--- config.mk ---
export PLATFORM = sky130hd
export DESIGN_NAME = bfa_ext_mem
export DESIGN_NICKNAME = d
export VERILOG_FILES = /design/src/hw/rtl/bfa_pkg.sv /design/src/hw/rtl/bfa_ext_mem.sv
export SDC_FILE = /design/constraint.sdc
export NUM_CORES = 1
export LEC_CHECK = 0
export BUFFER_PORTS_ARGS = -buffer_cell sky130_fd_sc_hd__buf_2
export CORE_ASPECT_RATIO = 1.1
export CORE_MARGIN = 2
export CORE_UTILIZATION = 40
export CTS_CLUSTER_DIAMETER = 80
export DETAILED_ROUTE_END_ITERATION = 8
export GPL_TIMING_DRIVEN = 0
export HOLD_SLACK_MARGIN = 0.15
export PLACE_DENSITY_LB_ADDON = 0.25
export SYNTH_ARGS = -nofsm -noshare
export SYNTH_HDL_FRONTEND = slang
export SYNTH_SLANG_ARGS = --single-unit
--- constraint.sdc ---
create_clock -name clock -period 3.3 [get_ports clock]
set_input_delay 0.165 -clock clock [delete_from_list [all_inputs] [get_ports clock]]
set_output_delay 0.165 -clock clock [all_outputs]
set_load 0.02 [all_outputs]
--- src/hw/rtl/bfa_pkg.sv ---
// shared types, constants and helpers for the best-fit free-list allocator
package bfa_pkg;

   localparam int POOL_BYTES    = 262144;
   localparam int GRANULE_BYTES = 32;
   localparam int GRAN_LOG      = $clog2(GRANULE_BYTES);
   localparam int NGRAN         = POOL_BYTES / GRANULE_BYTES;
   localparam int GIW           = $clog2(NGRAN);      // granule index
   localparam int LENW          = GIW + 1;            // extent length in granules
   localparam int GW            = 15;                 // rounded request in granules
   localparam int CMDW          = 2;
   localparam int STATW         = 2;
   localparam int BYTEW         = 19;
   localparam int ADDRW         = 18;
   localparam int REQ_DATA_W    = 40;
   localparam int RSP_DATA_W    = 56;

   typedef enum logic [CMDW-1:0] {
      CMD_ALLOC  = 2'd0,
      CMD_FREE   = 2'd1,
      CMD_DEFRAG = 2'd2,
      CMD_INIT   = 2'd3
   } cmd_type;

   typedef enum logic [STATW-1:0] {
      STAT_OK    = 2'd0,
      STAT_NOFIT = 2'd1,
      STAT_FULL  = 2'd2
   } status_type;

   typedef enum logic [4:0] {
      S_INIT,
      S_IDLE,
      S_ALLOC_SCAN,
      S_ALLOC_FIT,
      S_SIZE_WR,
      S_RM_START,
      S_SHIFT_DOWN,
      S_FREE_RD,
      S_FREE_SCAN,
      S_SHIFT_UP,
      S_HEAD_WR,
      S_DF_START,
      S_DF_RDI,
      S_DF_SCANJ,
      S_DF_GROW,
      S_RESP
   } state_type;

   typedef struct packed {
      logic [GIW-1:0]  start;
      logic [LENW-1:0] len;
   } ext_type;

   typedef struct packed {
      status_type       status;
      logic [ADDRW-1:0] data_address;
      logic [BYTEW-1:0] granted_bytes;
      logic [BYTEW-1:0] bytes_left;
   } rsp_type;

   // merged length, capped at the pool size
   function automatic logic [LENW-1:0] sat_len(input logic [LENW-1:0] a,
                                               input logic [LENW-1:0] b);
      logic [LENW:0] s;
      s = {1'b0, a} + {1'b0, b};
      if (s > (LENW+1)'(NGRAN))
         return LENW'(NGRAN);
      return s[LENW-1:0];
   endfunction

   // free total after a block is returned, capped at the pool size
   function automatic logic [BYTEW-1:0] add_total(input logic [BYTEW-1:0] t,
                                                  input logic [BYTEW-1:0] b);
      logic [BYTEW:0] s;
      s = {1'b0, t} + {1'b0, b};
      if (s > (BYTEW+1)'(POOL_BYTES))
         return BYTEW'(POOL_BYTES);
      return s[BYTEW-1:0];
   endfunction

endpackage

--- src/hw/rtl/bfa_ext_mem.sv ---
// free extent table memory, one read and one write port, registered read
module bfa_ext_mem #(
   parameter int DEPTH = 64
) (
   input  logic                     clock,
   input  logic [$clog2(DEPTH)-1:0] raddr,
   output bfa_pkg::ext_type         rdata,
   input  logic                     we,
   input  logic [$clog2(DEPTH)-1:0] waddr,
   input  bfa_pkg::ext_type         wdata
);
   import bfa_pkg::*;

   ext_type mem [DEPTH];
   ext_type rdata_ff;

   always_ff @(posedge clock) begin
      if (we) begin
         mem[waddr] <= wdata;
      end
      rdata_ff <= mem[raddr];
   end

   assign rdata = rdata_ff;

endmodule

==> summary.md <==
| Metric | Value |
|---|---|
| Status | finished, violations left |
| Failing checks | max-capacitance violations |
| Number of synthesized flops with an enable pin | 1728 |
| Critical Path RT | 4.02 ns |
| Global-route wire length before repair | 244000 µm |
| VDD IR-drop max | 0.506 mV |
| Vias in the first global route | 32200 |
| FF/Latch Area | 0.0524 mm² |
| MaxCap Viol Count | 1 |
| Initial DRC Count | 3426 |
| Design Area, Final | 0.0776 mm² |
| Post-CTS sizing | 0 |
| Clk slew on worst S/H paths | 0.06 ns |
| Setup slack, reg-to-reg | 0.71 ns |
| Initial Util | 0.401 |
| Final setup viols | 0 |
| CTS max path bufs | 3 |
| Overflow after GRT | 0 |
| CTS Sinks | 1755 |
| Crit Path Class | in2reg |
| Avg Cell Area, Syn | 22.2 µm² |
| TritonCTS clock tree | done |
| Sequential-to-total area share from yosys stat | 0.787 |
| Fill cells | 13600 |
| Fmax | 315 MHz |
| Vias | 32200 |
| Post-Route WL | 175000 µm |
| # hold bufs at CTS | 11 |
| Crit path cell chain | buf_2 > clkbuf_1 > nand3_1 > clkbuf_1 > o22ai_1 > a21o_1 > o31ai_1 > and3_1 |
| RSZ-0062 raised after global routing | no |
| Num CTS Buffers | 180 |
| Max-slew headroom | 0.00429 |
| Commonest non-fill, non-tap cell in the layout | edfxtp_1 |
| Post-synthesis register bit count | 1755 |
| Power density over cell area | 602 mW/mm² |
| Antenna-violating nets left | 0 |
| Pleak | 0.0247 µW |
| Mapped Cells | 3002 |
| Final hold violation count | 0 |
| Initial antenna violation count | 11 |
| Least-Margin Pin Slew | 1.48 ns |
| Wirelength per Cell | 30.6 µm |
| Core Box Area | 0.166 mm² |
| TritonRoute pass-1 iters | 6 |
| Synth Cell Area | 0.0666 mm² |
| Synth async-reset ratio | 0 |
| Dominant cell type by area after synthesis | edfxtp_1 |
| CTS Root Buffer Type | clkbuf_16 |
| Nets@finish | 3375 |
| Placed cell area | 0.0717 mm² |
| Syn nets | 3043 |
| Share of the synthesized area in the top cell type | 0.779 |
| Routed vias/inst | 5.63 |
| Std cell rows | 157 |
| CP max FO | 10 |
| Worst min path class | in2reg |
| Fraction of final layout cells sized beyond drive strength 1 | 0.257 |
| CP max-delay cell | o31ai_1 |
| Final Skew | 0.0296 ns |
| Buffers on Ports | 60 |
| Post-CTS Setup Bufs | 0 |
| Total power | 46700 µW |
| Largest net degree at the start of global routing | 65 |
| # DRC | 0 |
| Fin crit period | 3.17 ns |
| H-tree levels | 4 |
| Final period utilization | 0.961 |
| Gpl congestion | 0.840 |
| Top post-synthesis cells by area | edfxtp_1 78%, mux4_2 12%, mux2i_1 4.1%, a22oi_1 1.1%, dfxtp_1 0.81% |
| Footprint of the multi-input gates | 0.0138 mm² |
| Later-pin clock latency in the skew report | 0.81 ns |
| Die height | 432 µm |
| CP delay by family, top | compound AO/OA/AOI/OAI gates |
| Detailed placer's ending HPWL | 112000 µm |
| Ys Warns | 0 |
| Unique masters post-synth | 30 |
| CP Buf/Inv Count | 3 |
| Setup crit end kind | flop |
| # IOs | 68 |
| Critical Path Source Type | input port |
| All-layer global routing usage | 0.206 |
| Max-slew violations | 0 |
| CP max stage delay | 1.15 ns |
| WP data arrival | 3.89 ns |
| Die boundary width | 393 µm |
| Ys flop type | edfxtp_1 |
| Most frequent cells in the layout | 1728 x edfxtp_1, 344 x mux4_2, 273 x mux2i_1 |
| CP most frequent cell | clkbuf_1 |
| Die ar. | 0.170 mm² |
| Area grow syn2layout | 16.4% |
-- cells by family (layout without fill, tap and decap cells) --
logic type / Yosys count / after routing / share of synthesized area
flops: 1755 / 1755 / 0.787
simple gates: 136 / 136 / 0.00982
compound gates: 319 / 319 / 0.0320
buf+inv: 175 / 656 / 0.0138
mux: 617 / 617 / 0.157
other cells: 0 / 10 / 0
-- path summary, 6_finish.rpt --
path	startpoint	endpoint	depth (start not counted)
worst max-delay path	raddr[3]	rdata[6]	8
worst min-delay path	wdata[23]	mem[35][23]	1
worst max register to register	mem[38][16]	rdata[16]	5
worst min register to register	mem[10][12]	rdata[12]	5
-- per-layer routing --
metal,vias to the layer above,track usage,wire length (µm)
met5,-,0,41
met4,6,0.0668,5310
met3,268,0.0399,11500
met2,1166,0.339,86700
met1,17300,0.278,71400
li1,13500,-,-
-- power by group --
part | switching [µW] | internal [µW] | leakage, µW
Combinational | 1660 | 821 | 0.00614
Sequential | 55.7 | 24700 | 0.0158
Clock | 8420 | 11000 | 0.00274
Total | 10100 | 36500 | 0.0247
-- per-stage QoR --
stage,setup TNS [ns],util,hold slack (ns),setup WS [ns],instances
after global routing,0,0.467,0.212,0.188,5709
after floorplan,0,-,0.264,0.327,3002
final,0,0.467,0.225,0.130,5719
after detailed placement,-6.79,0.432,0.583,-0.644,5357
after CTS,0,0.466,0.157,0.229,5699
after global placement,-1484.62,0.420,0.582,-2.08,5288
-- cell usage after synthesis (all sizes together) (5+ instances only) --
master  number
mux4       344
and3        23
mux2i      273
o31ai       23
dfxtp       27
clkbuf      63
nand3b       5
a21o        23
a31oi       50
o22ai       73
nor2        75
a22oi      100
nand2        6
edfxtp    1728
buf        112
nor2b        6
nand3        6
o21ai       46
-- final cells by class --
class / instances / area share
timing repair buffer: 150 / 0.0258
buffer: 175 / 0.0119
multi-input combinational: 1072 / 0.178
clock buffer: 244 / 0.0637
sequential: 1755 / 0.676
clock inverter: 87 / 0.00868
tap: 2226 / 0.0359
antenna: 10 / 0.000323
-- registers in the layout, summed over array words and instances, names as in the netlist --
name / count
rdata: 27
mem: 1728
(Power assumes the default switching activity.)
