==> src/hw/rtl/bfa_pkg.sv <==
// shared types, constants and helpers for the best-fit free-list allocator
package bfa_pkg;

   localparam int POOL_BYTES    = 262144;
   localparam int GRANULE_BYTES = 32;
   localparam int GRAN_LOG      = $clog2(GRANULE_BYTES);
   localparam int NGRAN         = POOL_BYTES / GRANULE_BYTES;
   localparam int GIW           = $clog2(NGRAN);      // granule index
   localparam int LENW          = GIW + 1;            // extent length in granules
   localparam int GW            = 15;                 // rounded request in granules
   localparam int CMDW          = 2;
   localparam int STATW         = 2;
   localparam int BYTEW         = 19;
   localparam int ADDRW         = 18;
   localparam int REQ_DATA_W    = 40;
   localparam int RSP_DATA_W    = 56;

   typedef enum logic [CMDW-1:0] {
      CMD_ALLOC  = 2'd0,
      CMD_FREE   = 2'd1,
      CMD_DEFRAG = 2'd2,
      CMD_INIT   = 2'd3
   } cmd_type;

   typedef enum logic [STATW-1:0] {
      STAT_OK    = 2'd0,
      STAT_NOFIT = 2'd1,
      STAT_FULL  = 2'd2
   } status_type;

   typedef enum logic [4:0] {
      S_INIT,
      S_IDLE,
      S_ALLOC_SCAN,
      S_ALLOC_FIT,
      S_SIZE_WR,
      S_RM_START,
      S_SHIFT_DOWN,
      S_FREE_RD,
      S_FREE_SCAN,
      S_SHIFT_UP,
      S_HEAD_WR,
      S_DF_START,
      S_DF_RDI,
      S_DF_SCANJ,
      S_DF_GROW,
      S_RESP
   } state_type;

   typedef struct packed {
      logic [GIW-1:0]  start;
      logic [LENW-1:0] len;
   } ext_type;

   typedef struct packed {
      status_type       status;
      logic [ADDRW-1:0] data_address;
      logic [BYTEW-1:0] granted_bytes;
      logic [BYTEW-1:0] bytes_left;
   } rsp_type;

   // merged length, capped at the pool size
   function automatic logic [LENW-1:0] sat_len(input logic [LENW-1:0] a,
                                               input logic [LENW-1:0] b);
      logic [LENW:0] s;
      s = {1'b0, a} + {1'b0, b};
      if (s > (LENW+1)'(NGRAN))
         return LENW'(NGRAN);
      return s[LENW-1:0];
   endfunction

   // free total after a block is returned, capped at the pool size
   function automatic logic [BYTEW-1:0] add_total(input logic [BYTEW-1:0] t,
                                                  input logic [BYTEW-1:0] b);
      logic [BYTEW:0] s;
      s = {1'b0, t} + {1'b0, b};
      if (s > (BYTEW+1)'(POOL_BYTES))
         return BYTEW'(POOL_BYTES);
      return s[BYTEW-1:0];
   endfunction

endpackage

==> src/hw/rtl/bfa_ctrl.sv <==
// command sequencer: scans, shifts and updates the extent table
module bfa_ctrl #(
   parameter int MAX_EXTENTS = 64
) (
   input  logic                             clock,
   input  logic                             reset,
   input  logic                             req_valid,
   output logic                             req_ready,
   input  bfa_pkg::cmd_type                 req_cmd,
   input  logic [bfa_pkg::BYTEW-1:0]        req_bytes,
   input  logic [bfa_pkg::ADDRW-1:0]        req_addr,
   input  logic                             can_load,
   output logic                             rsp_load,
   output bfa_pkg::rsp_type                 rsp,
   output logic [$clog2(MAX_EXTENTS)-1:0]   ext_raddr,
   input  bfa_pkg::ext_type                 ext_rdata,
   output logic                             ext_we,
   output logic [$clog2(MAX_EXTENTS)-1:0]   ext_waddr,
   output bfa_pkg::ext_type                 ext_wdata,
   output logic [bfa_pkg::GIW-1:0]          sz_raddr,
   input  logic [bfa_pkg::LENW-1:0]         sz_rdata,
   output logic                             sz_we,
   output logic [bfa_pkg::GIW-1:0]          sz_waddr,
   output logic [bfa_pkg::LENW-1:0]         sz_wdata
);
   import bfa_pkg::*;

   localparam int AW = $clog2(MAX_EXTENTS);
   localparam int CW = $clog2(MAX_EXTENTS + 1);

   state_type        state_ff, state_in;
   cmd_type          cmd_ff, cmd_in;
   logic [CW-1:0]    cnt_ff, cnt_in;
   logic [BYTEW-1:0] total_ff, total_in;
   logic [GW-1:0]    g_ff, g_in;
   logic [GIW-1:0]   gi_ff, gi_in;
   logic [LENW-1:0]  sz_ff, sz_in;
   logic [CW-1:0]    idx_ff, idx_in;
   logic [CW-1:0]    j_ff, j_in;
   logic [CW-1:0]    sh_ff, sh_in;
   logic             found_ff, found_in;
   logic [CW-1:0]    best_ff, best_in;
   logic [GIW-1:0]   bst_ff, bst_in;
   logic [LENW-1:0]  blen_ff, blen_in;
   logic [LENW-1:0]  blk_ff, blk_in;
   logic [LENW-1:0]  lenj_ff, lenj_in;
   logic [GIW-1:0]   ist_ff, ist_in;
   logic [LENW-1:0]  ilen_ff, ilen_in;
   status_type       stat_ff, stat_in;
   logic [ADDRW-1:0] data_ff, data_in;
   logic [BYTEW-1:0] gr_ff, gr_in;

   logic             accept;
   logic [CW-1:0]    idx_nx, j_nx, sh_nx;
   logic             idx_last, j_last, sh_last, tbl_full;
   logic [LENW-1:0]  cur_end, i_end;
   logic             a_exact, a_better, f_match, d_match;
   logic [ADDRW-1:0] addr_off;
   logic [BYTEW+1:0] g_sum;
   logic [BYTEW-1:0] g_bytes, sz_bytes;
   state_type        after_rm;

   assign accept   = req_valid && (state_ff == S_IDLE);
   assign idx_nx   = idx_ff + CW'(1);
   assign j_nx     = j_ff + CW'(1);
   assign sh_nx    = sh_ff + CW'(1);
   assign idx_last = (idx_nx == cnt_ff);
   assign j_last   = (j_nx == cnt_ff);
   assign sh_last  = (sh_nx >= cnt_ff);
   assign tbl_full = (cnt_ff >= CW'(MAX_EXTENTS));
   assign cur_end  = {1'b0, ext_rdata.start} + ext_rdata.len;
   assign i_end    = {1'b0, ist_ff} + ilen_ff;
   assign a_exact  = ({1'b0, ext_rdata.len} == g_ff);
   assign a_better = ({1'b0, ext_rdata.len} > g_ff) && (!found_ff || ext_rdata.len < blen_ff);
   assign f_match  = (cur_end == {1'b0, gi_ff});
   assign d_match  = ({1'b0, ext_rdata.start} == i_end);
   assign addr_off = req_addr - ADDRW'(4);
   assign g_sum    = {2'b00, req_bytes} + (BYTEW+2)'(4 + GRANULE_BYTES - 1);
   assign g_bytes  = BYTEW'({g_ff, {GRAN_LOG{1'b0}}});
   assign sz_bytes = BYTEW'({sz_rdata, {GRAN_LOG{1'b0}}});
   assign after_rm = (cmd_ff == CMD_ALLOC) ? S_SIZE_WR : S_DF_START;

   // next state
   always_comb begin
      state_in = state_ff;
      case (state_ff)
         S_INIT: state_in = S_IDLE;
         S_IDLE: begin
            if (accept) begin
               case (req_cmd)
                  CMD_ALLOC:  state_in = (cnt_ff == '0) ? S_RESP : S_ALLOC_SCAN;
                  CMD_FREE:   state_in = S_FREE_RD;
                  CMD_DEFRAG: state_in = (cnt_ff == '0) ? S_RESP : S_DF_START;
                  default:    state_in = S_RESP;
               endcase
            end
         end
         S_ALLOC_SCAN: begin
            if (a_exact)
               state_in = S_RM_START;
            else if (idx_last)
               state_in = (found_ff || a_better) ? S_ALLOC_FIT : S_RESP;
         end
         S_ALLOC_FIT: state_in = S_SIZE_WR;
         S_SIZE_WR:   state_in = S_RESP;
         S_RM_START:  state_in = sh_last ? after_rm : S_SHIFT_DOWN;
         S_SHIFT_DOWN: begin
            if (sh_last)
               state_in = after_rm;
         end
         S_FREE_RD: state_in = (cnt_ff == '0) ? S_HEAD_WR : S_FREE_SCAN;
         S_FREE_SCAN: begin
            if (f_match)
               state_in = S_RESP;
            else if (idx_last)
               state_in = tbl_full ? S_RESP : S_SHIFT_UP;
         end
         S_SHIFT_UP: begin
            if (sh_ff == '0)
               state_in = S_HEAD_WR;
         end
         S_HEAD_WR:  state_in = S_RESP;
         S_DF_START: state_in = S_DF_RDI;
         S_DF_RDI:   state_in = S_DF_SCANJ;
         S_DF_SCANJ: begin
            if (d_match)
               state_in = (j_ff == idx_ff) ? S_RM_START : S_DF_GROW;
            else if (j_last)
               state_in = idx_last ? S_RESP : S_DF_RDI;
         end
         S_DF_GROW: state_in = S_RM_START;
         S_RESP: begin
            if (can_load)
               state_in = S_IDLE;
         end
         default: state_in = S_IDLE;
      endcase
   end

   // memory ports and handshake
   always_comb begin
      req_ready = (state_ff == S_IDLE);
      rsp_load  = (state_ff == S_RESP) && can_load;
      ext_raddr = '0;
      ext_we    = 1'b0;
      ext_waddr = '0;
      ext_wdata = ext_rdata;
      sz_raddr  = addr_off[GRAN_LOG +: GIW];
      sz_we     = 1'b0;
      sz_waddr  = blk_ff[GIW-1:0];
      sz_wdata  = g_ff[LENW-1:0];
      case (state_ff)
         S_INIT: begin
            ext_we    = 1'b1;
            ext_wdata = '{start: '0, len: LENW'(NGRAN)};
         end
         S_IDLE: begin
            if (accept && req_cmd == CMD_INIT) begin
               ext_we    = 1'b1;
               ext_wdata = '{start: '0, len: LENW'(NGRAN)};
            end
         end
         S_ALLOC_SCAN: ext_raddr = idx_nx[AW-1:0];
         S_ALLOC_FIT: begin
            ext_we    = 1'b1;
            ext_waddr = best_ff[AW-1:0];
            ext_wdata = '{start: bst_ff, len: blen_ff - g_ff[LENW-1:0]};
         end
         S_SIZE_WR: sz_we = 1'b1;
         S_RM_START: ext_raddr = sh_nx[AW-1:0];
         S_SHIFT_DOWN: begin
            ext_raddr = sh_nx[AW-1:0];
            ext_we    = 1'b1;
            ext_waddr = AW'(sh_ff - CW'(1));
         end
         S_FREE_SCAN: begin
            ext_raddr = idx_last ? AW'(cnt_ff - CW'(1)) : idx_nx[AW-1:0];
            if (f_match) begin
               ext_we    = 1'b1;
               ext_waddr = idx_ff[AW-1:0];
               ext_wdata = '{start: ext_rdata.start, len: sat_len(ext_rdata.len, sz_ff)};
            end
         end
         S_SHIFT_UP: begin
            ext_raddr = AW'(sh_ff - CW'(1));
            ext_we    = 1'b1;
            ext_waddr = AW'(sh_nx);
         end
         S_HEAD_WR: begin
            ext_we    = 1'b1;
            ext_wdata = '{start: gi_ff, len: sz_ff};
         end
         S_DF_SCANJ: begin
            ext_raddr = j_last ? idx_nx[AW-1:0] : j_nx[AW-1:0];
         end
         S_DF_GROW: begin
            ext_we    = 1'b1;
            ext_waddr = idx_ff[AW-1:0];
            ext_wdata = '{start: ist_ff, len: sat_len(ilen_ff, lenj_ff)};
         end
         default: ;
      endcase
   end

   // datapath registers
   always_comb begin
      cmd_in   = cmd_ff;
      cnt_in   = cnt_ff;
      total_in = total_ff;
      g_in     = g_ff;
      gi_in    = gi_ff;
      sz_in    = sz_ff;
      idx_in   = idx_ff;
      j_in     = j_ff;
      sh_in    = sh_ff;
      found_in = found_ff;
      best_in  = best_ff;
      bst_in   = bst_ff;
      blen_in  = blen_ff;
      blk_in   = blk_ff;
      lenj_in  = lenj_ff;
      ist_in   = ist_ff;
      ilen_in  = ilen_ff;
      stat_in  = stat_ff;
      data_in  = data_ff;
      gr_in    = gr_ff;
      case (state_ff)
         S_IDLE: begin
            if (accept) begin
               cmd_in   = req_cmd;
               g_in     = g_sum[GRAN_LOG +: GW];
               gi_in    = addr_off[GRAN_LOG +: GIW];
               idx_in   = '0;
               found_in = 1'b0;
               stat_in  = STAT_OK;
               data_in  = '0;
               gr_in    = '0;
               if (req_cmd == CMD_ALLOC && cnt_ff == '0)
                  stat_in = STAT_NOFIT;
               if (req_cmd == CMD_INIT) begin
                  cnt_in   = CW'(1);
                  total_in = BYTEW'(POOL_BYTES);
               end
            end
         end
         S_ALLOC_SCAN: begin
            idx_in = idx_nx;
            if (a_exact) begin
               blk_in = {1'b0, ext_rdata.start};
               sh_in  = idx_ff;
            end else begin
               if (a_better) begin
                  found_in = 1'b1;
                  best_in  = idx_ff;
                  bst_in   = ext_rdata.start;
                  blen_in  = ext_rdata.len;
               end
               if (idx_last && !(found_ff || a_better))
                  stat_in = STAT_NOFIT;
            end
         end
         S_ALLOC_FIT: blk_in = {1'b0, bst_ff} + (blen_ff - g_ff[LENW-1:0]);
         S_SIZE_WR: begin
            data_in  = ADDRW'({blk_ff, {GRAN_LOG{1'b0}}}) + ADDRW'(4);
            gr_in    = g_bytes;
            total_in = (total_ff > g_bytes) ? total_ff - g_bytes : '0;
         end
         S_RM_START: begin
            if (sh_last)
               cnt_in = cnt_ff - CW'(1);
            else
               sh_in = sh_nx;
         end
         S_SHIFT_DOWN: begin
            if (sh_last)
               cnt_in = cnt_ff - CW'(1);
            else
               sh_in = sh_nx;
         end
         S_FREE_RD: begin
            sz_in  = sz_rdata;
            gr_in  = sz_bytes;
            idx_in = '0;
         end
         S_FREE_SCAN: begin
            idx_in = idx_nx;
            if (f_match)
               total_in = add_total(total_ff, gr_ff);
            else if (idx_last) begin
               if (tbl_full)
                  stat_in = STAT_FULL;
               else
                  sh_in = cnt_ff - CW'(1);
            end
         end
         S_SHIFT_UP: sh_in = sh_ff - CW'(1);
         S_HEAD_WR: begin
            cnt_in   = cnt_ff + CW'(1);
            total_in = add_total(total_ff, gr_ff);
         end
         S_DF_START: idx_in = '0;
         S_DF_RDI: begin
            ist_in  = ext_rdata.start;
            ilen_in = ext_rdata.len;
            j_in    = '0;
         end
         S_DF_SCANJ: begin
            j_in = j_nx;
            if (d_match) begin
               sh_in   = j_ff;
               lenj_in = ext_rdata.len;
            end else if (j_last) begin
               idx_in = idx_nx;
            end
         end
         default: ;
      endcase
   end

   always_ff @(posedge clock) begin
      if (reset) begin
         state_ff <= S_INIT;
         cnt_ff   <= CW'(1);
         total_ff <= BYTEW'(POOL_BYTES);
         found_ff <= 1'b0;
      end else begin
         state_ff <= state_in;
         cnt_ff   <= cnt_in;
         total_ff <= total_in;
         found_ff <= found_in;
      end
   end

   always_ff @(posedge clock) begin
      cmd_ff  <= cmd_in;
      g_ff    <= g_in;
      gi_ff   <= gi_in;
      sz_ff   <= sz_in;
      idx_ff  <= idx_in;
      j_ff    <= j_in;
      sh_ff   <= sh_in;
      best_ff <= best_in;
      bst_ff  <= bst_in;
      blen_ff <= blen_in;
      blk_ff  <= blk_in;
      lenj_ff <= lenj_in;
      ist_ff  <= ist_in;
      ilen_ff <= ilen_in;
      stat_ff <= stat_in;
      data_ff <= data_in;
      gr_ff   <= gr_in;
   end

   assign rsp = '{status: stat_ff, data_address: data_ff, granted_bytes: gr_ff,
                  bytes_left: total_ff};

endmodule

==> config.mk <==
export PLATFORM = sky130hd
export DESIGN_NAME = bfa_ctrl
export DESIGN_NICKNAME = d
export VERILOG_FILES = /design/src/hw/rtl/bfa_pkg.sv /design/src/hw/rtl/bfa_ctrl.sv
export SDC_FILE = /design/constraint.sdc
export NUM_CORES = 1
export LEC_CHECK = 0
export BUFFER_PORTS_ARGS = -buffer_cell sky130_fd_sc_hd__clkbuf_2
export CAP_MARGIN = 20
export CORE_MARGIN = 2
export CORE_UTILIZATION = 35
export DETAILED_ROUTE_END_ITERATION = 8
export GPL_ROUTABILITY_DRIVEN = 0
export SYNTH_ARGS = -nofsm -noshare
export SYNTH_HDL_FRONTEND = slang
export SYNTH_SLANG_ARGS = --single-unit
==> constraint.sdc <==
create_clock -name clock -period 11.1 [get_ports clock]
set_input_delay 1.665 -clock clock [delete_from_list [all_inputs] [get_ports clock]]
set_output_delay 1.665 -clock clock [all_outputs]
set_load 0.05 [all_outputs]
==> results.py <==
metrics = {
    "finish": {
        "multi_input_comb_area_sq_um": 9500,
        "area.growth.synth_to_final_pct": 15.2,
        "count_of_fill_cells_added_during_filler_insertion": 4511,
        "antenna_cells_inserted": 0,
        "layout_cells_sized_above_1_pct": 15.5,
        "post-route-util_pct": 41.0,
        "final_net_count": 2148,
        "register_area_sq_um": 5990,
    },
    "timing": {
        "hold_violations": 0,
        "finalCritPeriodShare_pct": 71.4,
        "totalNegativeSetupSlack_ps": 0,
        "slew_headroom_pct": 32.1,
        "report.final.slew_viol_count": 0,
        "timing.fmax_mhz": 126,
        "grt_setup_unrepaired": "false",
        "worst_slew_pin_slew_ps": 1010,
        "clock_skew_ps": 15.6,
        "setup_violations": 0,
        "period_needed_ps": 7930,
    },
    "min_path": {
        "holdPathStages": 2,
        "holdCritStartpoint": "total_ff[13]",
        "hold_crit_endpoint": "total_ff[13]",
        "worst_hold_path_type": "reg2reg",
    },
    "grt": {
        "grt_pass1_wl_microns": 80300,
        "gr-usage-met3_pct": 3.12,
        "gr-usage-all-layers_pct": 21.7,
        "antenna_found_initial": 0,
        "grt_start_max_net_pins": 41,
        "grt_busiest_layer": "met2",
        "first_global_vias": 13700,
        "globalRouteOverflowTotal": 0,
        "grt.met1_usage_pct": 30.0,
        "grt.met2_usage_pct": 35.5,
    },
    "setup_path": {
        "cp-end-kind": "primary output",
        "cpPeakStageDelay_ps": 910,
        "worstReg2RegEnd": "blk_ff[12]",
        "worstSetupStartpointType": "input pin",
        "timing.reg2reg.setup_slack_ps": 6620,
        "r2r.worst_path.cells": 16,
        "cp_slowest_cell": "nor4_4",
        "maximum_fanout_along_the_worst_path": 10,
        "ordered_cell_list_for_the_critical_path": "clkbuf_2 > ha_1 > fa_1 > xor2_1 > a211o_1 > a2111oi_2 > o211ai_1 > nor4b_2 > nand4_1 > nor4_4 > nand2_4 > nor3_4 > a221o_1 > clkbuf_2",
        "worstPathBufferInverterCount": 2,
        "worstSetupPathType": "in2out",
        "cp.arrival_ps": 6260,
        "critical_path.most_common_cell": "clkbuf_2",
        "critical-path-top-delay-family": "simple AND/OR/NAND/NOR gates",
        "critical_path.reg2reg.startpoint": "g_ff[0]",
        "critical_path_required_ps": 9440,
    },
    "logic_synthesis": {
        "syn_area_sq_um": 16200,
        "total_of_flip_flops_plus_latches_after_synthesis": 208,
        "synth-edff-count": 182,
        "synth-async-reset-ratio_pct": 0,
        "yosys_warnings": 0,
        "synth_cell_type_count": 88,
        "syn_inst": 1714,
        "dominantRegCellSynth": "edfxtp_1",
        "synth_seq_area_share_pct": 36.9,
        "synth_area_per_cell_sq_um": 9.45,
    },
    "floorplanning": {
        "floorplan.core_area_sq_um": 45600,
        "die_h_microns": 219,
        "floorplan.initialDensity_pct": 35.6,
        "design.die.area_sq_um": 48000,
        "num_io_pins": 225,
        "die_width_microns": 219,
        "rows": 78,
    },
    "power": {
        "switchingPower_uw": 1860,
        "peakVddDrop_mv": 0.185,
        "p_per_area_nw_per_um2": 210,
        "combinationalPowerShare_pct": 48.8,
        "power.share.clock_pct": 22.3,
        "power.static_leakage_uw": 0.00758,
        "seq_power_share_pct": 28.9,
        "total_power_uw": 3930,
        "net_sw_share_pct": 47.2,
        "p_int_uw": 2070,
    },
    "route": {
        "drtAntennaViolNets": 0,
        "drc": 0,
        "routed_wl_microns": 53300,
        "number_of_vias_in_the_routed_layout": 14500,
        "wl_per_cell_microns": 21.1,
        "detail_route.iter0.violations": 1232,
        "detailedRoute.firstPassIterationCount": 6,
        "detail_route.vias_per_cell": 5.74,
    },
    "cts": {
        "cts-resized-gates": 0,
        "cts-hold-fix-buffers": 0,
        "ctsLongestPathBuffers": 3,
        "post-cts-setup-buffers": 0,
        "clkSlewWorstSetupHoldPaths_ps": 60,
        "htree_num_levels": 1,
        "cts_tree": "yes",
        "worstSkewPairLatency_ps": 560,
        "cts_root_cell": "clkbuf_16",
        "cts_buffers": 27,
        "numClockSinks": 208,
    },
    "flow_run": {
        "cap_viol_max_count": 0,
    },
    "status": {
        "status": "complete, no violations",
    },
    "placement": {
        "place.port_buffers": 208,
        "dpl.hpwl_microns": 41600,
    },
}
[per-stage QoR]
| step | hold WS [ps] | instance area (sq um) | cells | setup WS [ps] |
|---|---|---|---|---|
| global route | 558 | 18700 | 2525 | 3000 |
| global placement | 537 | 17800 | 2476 | 3300 |
| floorplan | 424 | 16300 | 1727 | 4210 |
| CTS | 548 | 18700 | 2525 | 3260 |
| finish | 543 | 18700 | 2525 | 3170 |
| detailed placement | 538 | 17800 | 2476 | 3260 |
[layout make-up]
type | instances | share of cell area, %
well taps | 600 | 4.02
clock inverters | 15 | 0.670
inverters | 107 | 2.15
multi-input cells | 1339 | 50.9
flip-flops and latches | 208 | 32.1
clock buffers | 34 | 4.04
repair buffers | 222 | 6.14
[flip-flops by register name, indices dropped and copies added (netlist names)]
signal and count:
blk_ff 13, j_ff 7, ilen_ff 14, lenj_ff 14
best_ff 6, blen_ff 14, g_ff 15, state_ff 4
stat_ff 2, sz_ff 14, bst_ff 13, idx_ff 7
gr_ff 14, cmd_ff 2, ist_ff 13, cnt_ff 7
total_ff 14, data_ff 14, sh_ff 7, found_ff 1
gi_ff 13
[worst min-delay path, delay by kind of cell, from the launching register on]
kind | cells | cell delay, ps
flip-flops | 1 | 350
AND/OR/NAND/NOR | 1 | 70
AO/OA/AOI/OAI | 1 | 70
[synth_stat cells, types with 19 or more instances]
cell type    n  share of area (%)
nand2b_1    19               0.73
ha_1       151                 12
o211ai_1    22                1.0
o21ai_0    135                4.2
buf_4       30                1.4
xnor2_1    114                6.2
inv_1      105                2.4
a22oi_1     19               0.88
a21o_1      37                1.7
a21oi_1    113                3.5
a211oi_1    24                1.1
xor2_1      59                3.2
dfxtp_1     26                3.2
nor3_1      34                1.1
clkbuf_1    37               0.86
edfxtp_1   182                 34
nand3_1     43                1.3
nor2_1     121                2.8
nand2_1    123                2.8
[cells in the final DEF, fill, tap and decap left out, types with 13 or more instances in the layout]
cell type	netlist	routed
ha_1	151	151
conb_1	1	14
nand2_1	123	123
a221o_1	18	18
o21ai_0	135	135
o21bai_1	14	14
nor2_1	121	117
xor2_1	59	59
o211ai_1	22	22
nor3_1	34	33
a21oi_1	113	113
inv_1	105	105
nor4_1	14	14
xnor2_1	114	114
a21o_1	37	37
o21a_1	15	15
and3_1	14	14
a31oi_1	15	15
nor2b_1	13	13
dfxtp_1	26	26
a222oi_1	13	13
nand3_1	43	43
a211oi_1	24	23
clkbuf_2	0	208
clkbuf_16	0	29
a22oi_1	19	19
and2_1	18	18
nand4_1	15	15
nand2b_1	19	19
edfxtp_1	182	182
buf_4	30	14
[logic make-up (layout without fill, tap and decap cells)]
| group | Yosys count | in the layout | share of synthesized area [%] |
|---|---|---|---|
| DFF | 208 | 208 | 36.9 |
| buffers and inverters | 180 | 378 | 4.89 |
| muxes | 9 | 9 | 0.571 |
| xor gates and xnor gates | 173 | 173 | 9.35 |
| other | 1 | 14 | 0.0231 |
| and+or+nand+nor | 455 | 455 | 13.7 |
| adders and majority gates | 159 | 159 | 12.6 |
| AOI/OAI and AO/OA | 529 | 529 | 21.9 |
[power groups by stage]
stage          Clock, uW  Combinational (uW)  Sequential [uW]
3_5_place_dp           0                1890             1150
2_1_floorplan          0                1310             1200
3_3_place_gp           0                1870             1140
5_1_grt              920                2060             1150
6_report             875                1920             1130
4_1_cts              890                1900             1130
[how the worst max path moves through the flow]
stage                          endpoint  slack [ps]         start  cells after the start
after floorplan            ext_waddr[3]        4210  ext_rdata[0]                     11
after global placement    ext_wdata[10]        3300  ext_rdata[0]                     14
after detailed placement  ext_wdata[10]        3260  ext_rdata[0]                     14
after CTS                 ext_wdata[10]        3260  ext_rdata[0]                     14
after global routing      ext_wdata[10]        3000  ext_rdata[0]                     14
final                     ext_wdata[10]        3170  ext_rdata[0]                     14
[per-layer routing]
metal / up-vias / part of all wire (%)
met3: 102 / 7.8
met5: - / 0
met1: 6967 / 44
li1: 6774 / -
met4: 0 / 2.9
met2: 653 / 45
Power figures use the tool's default switching activity.
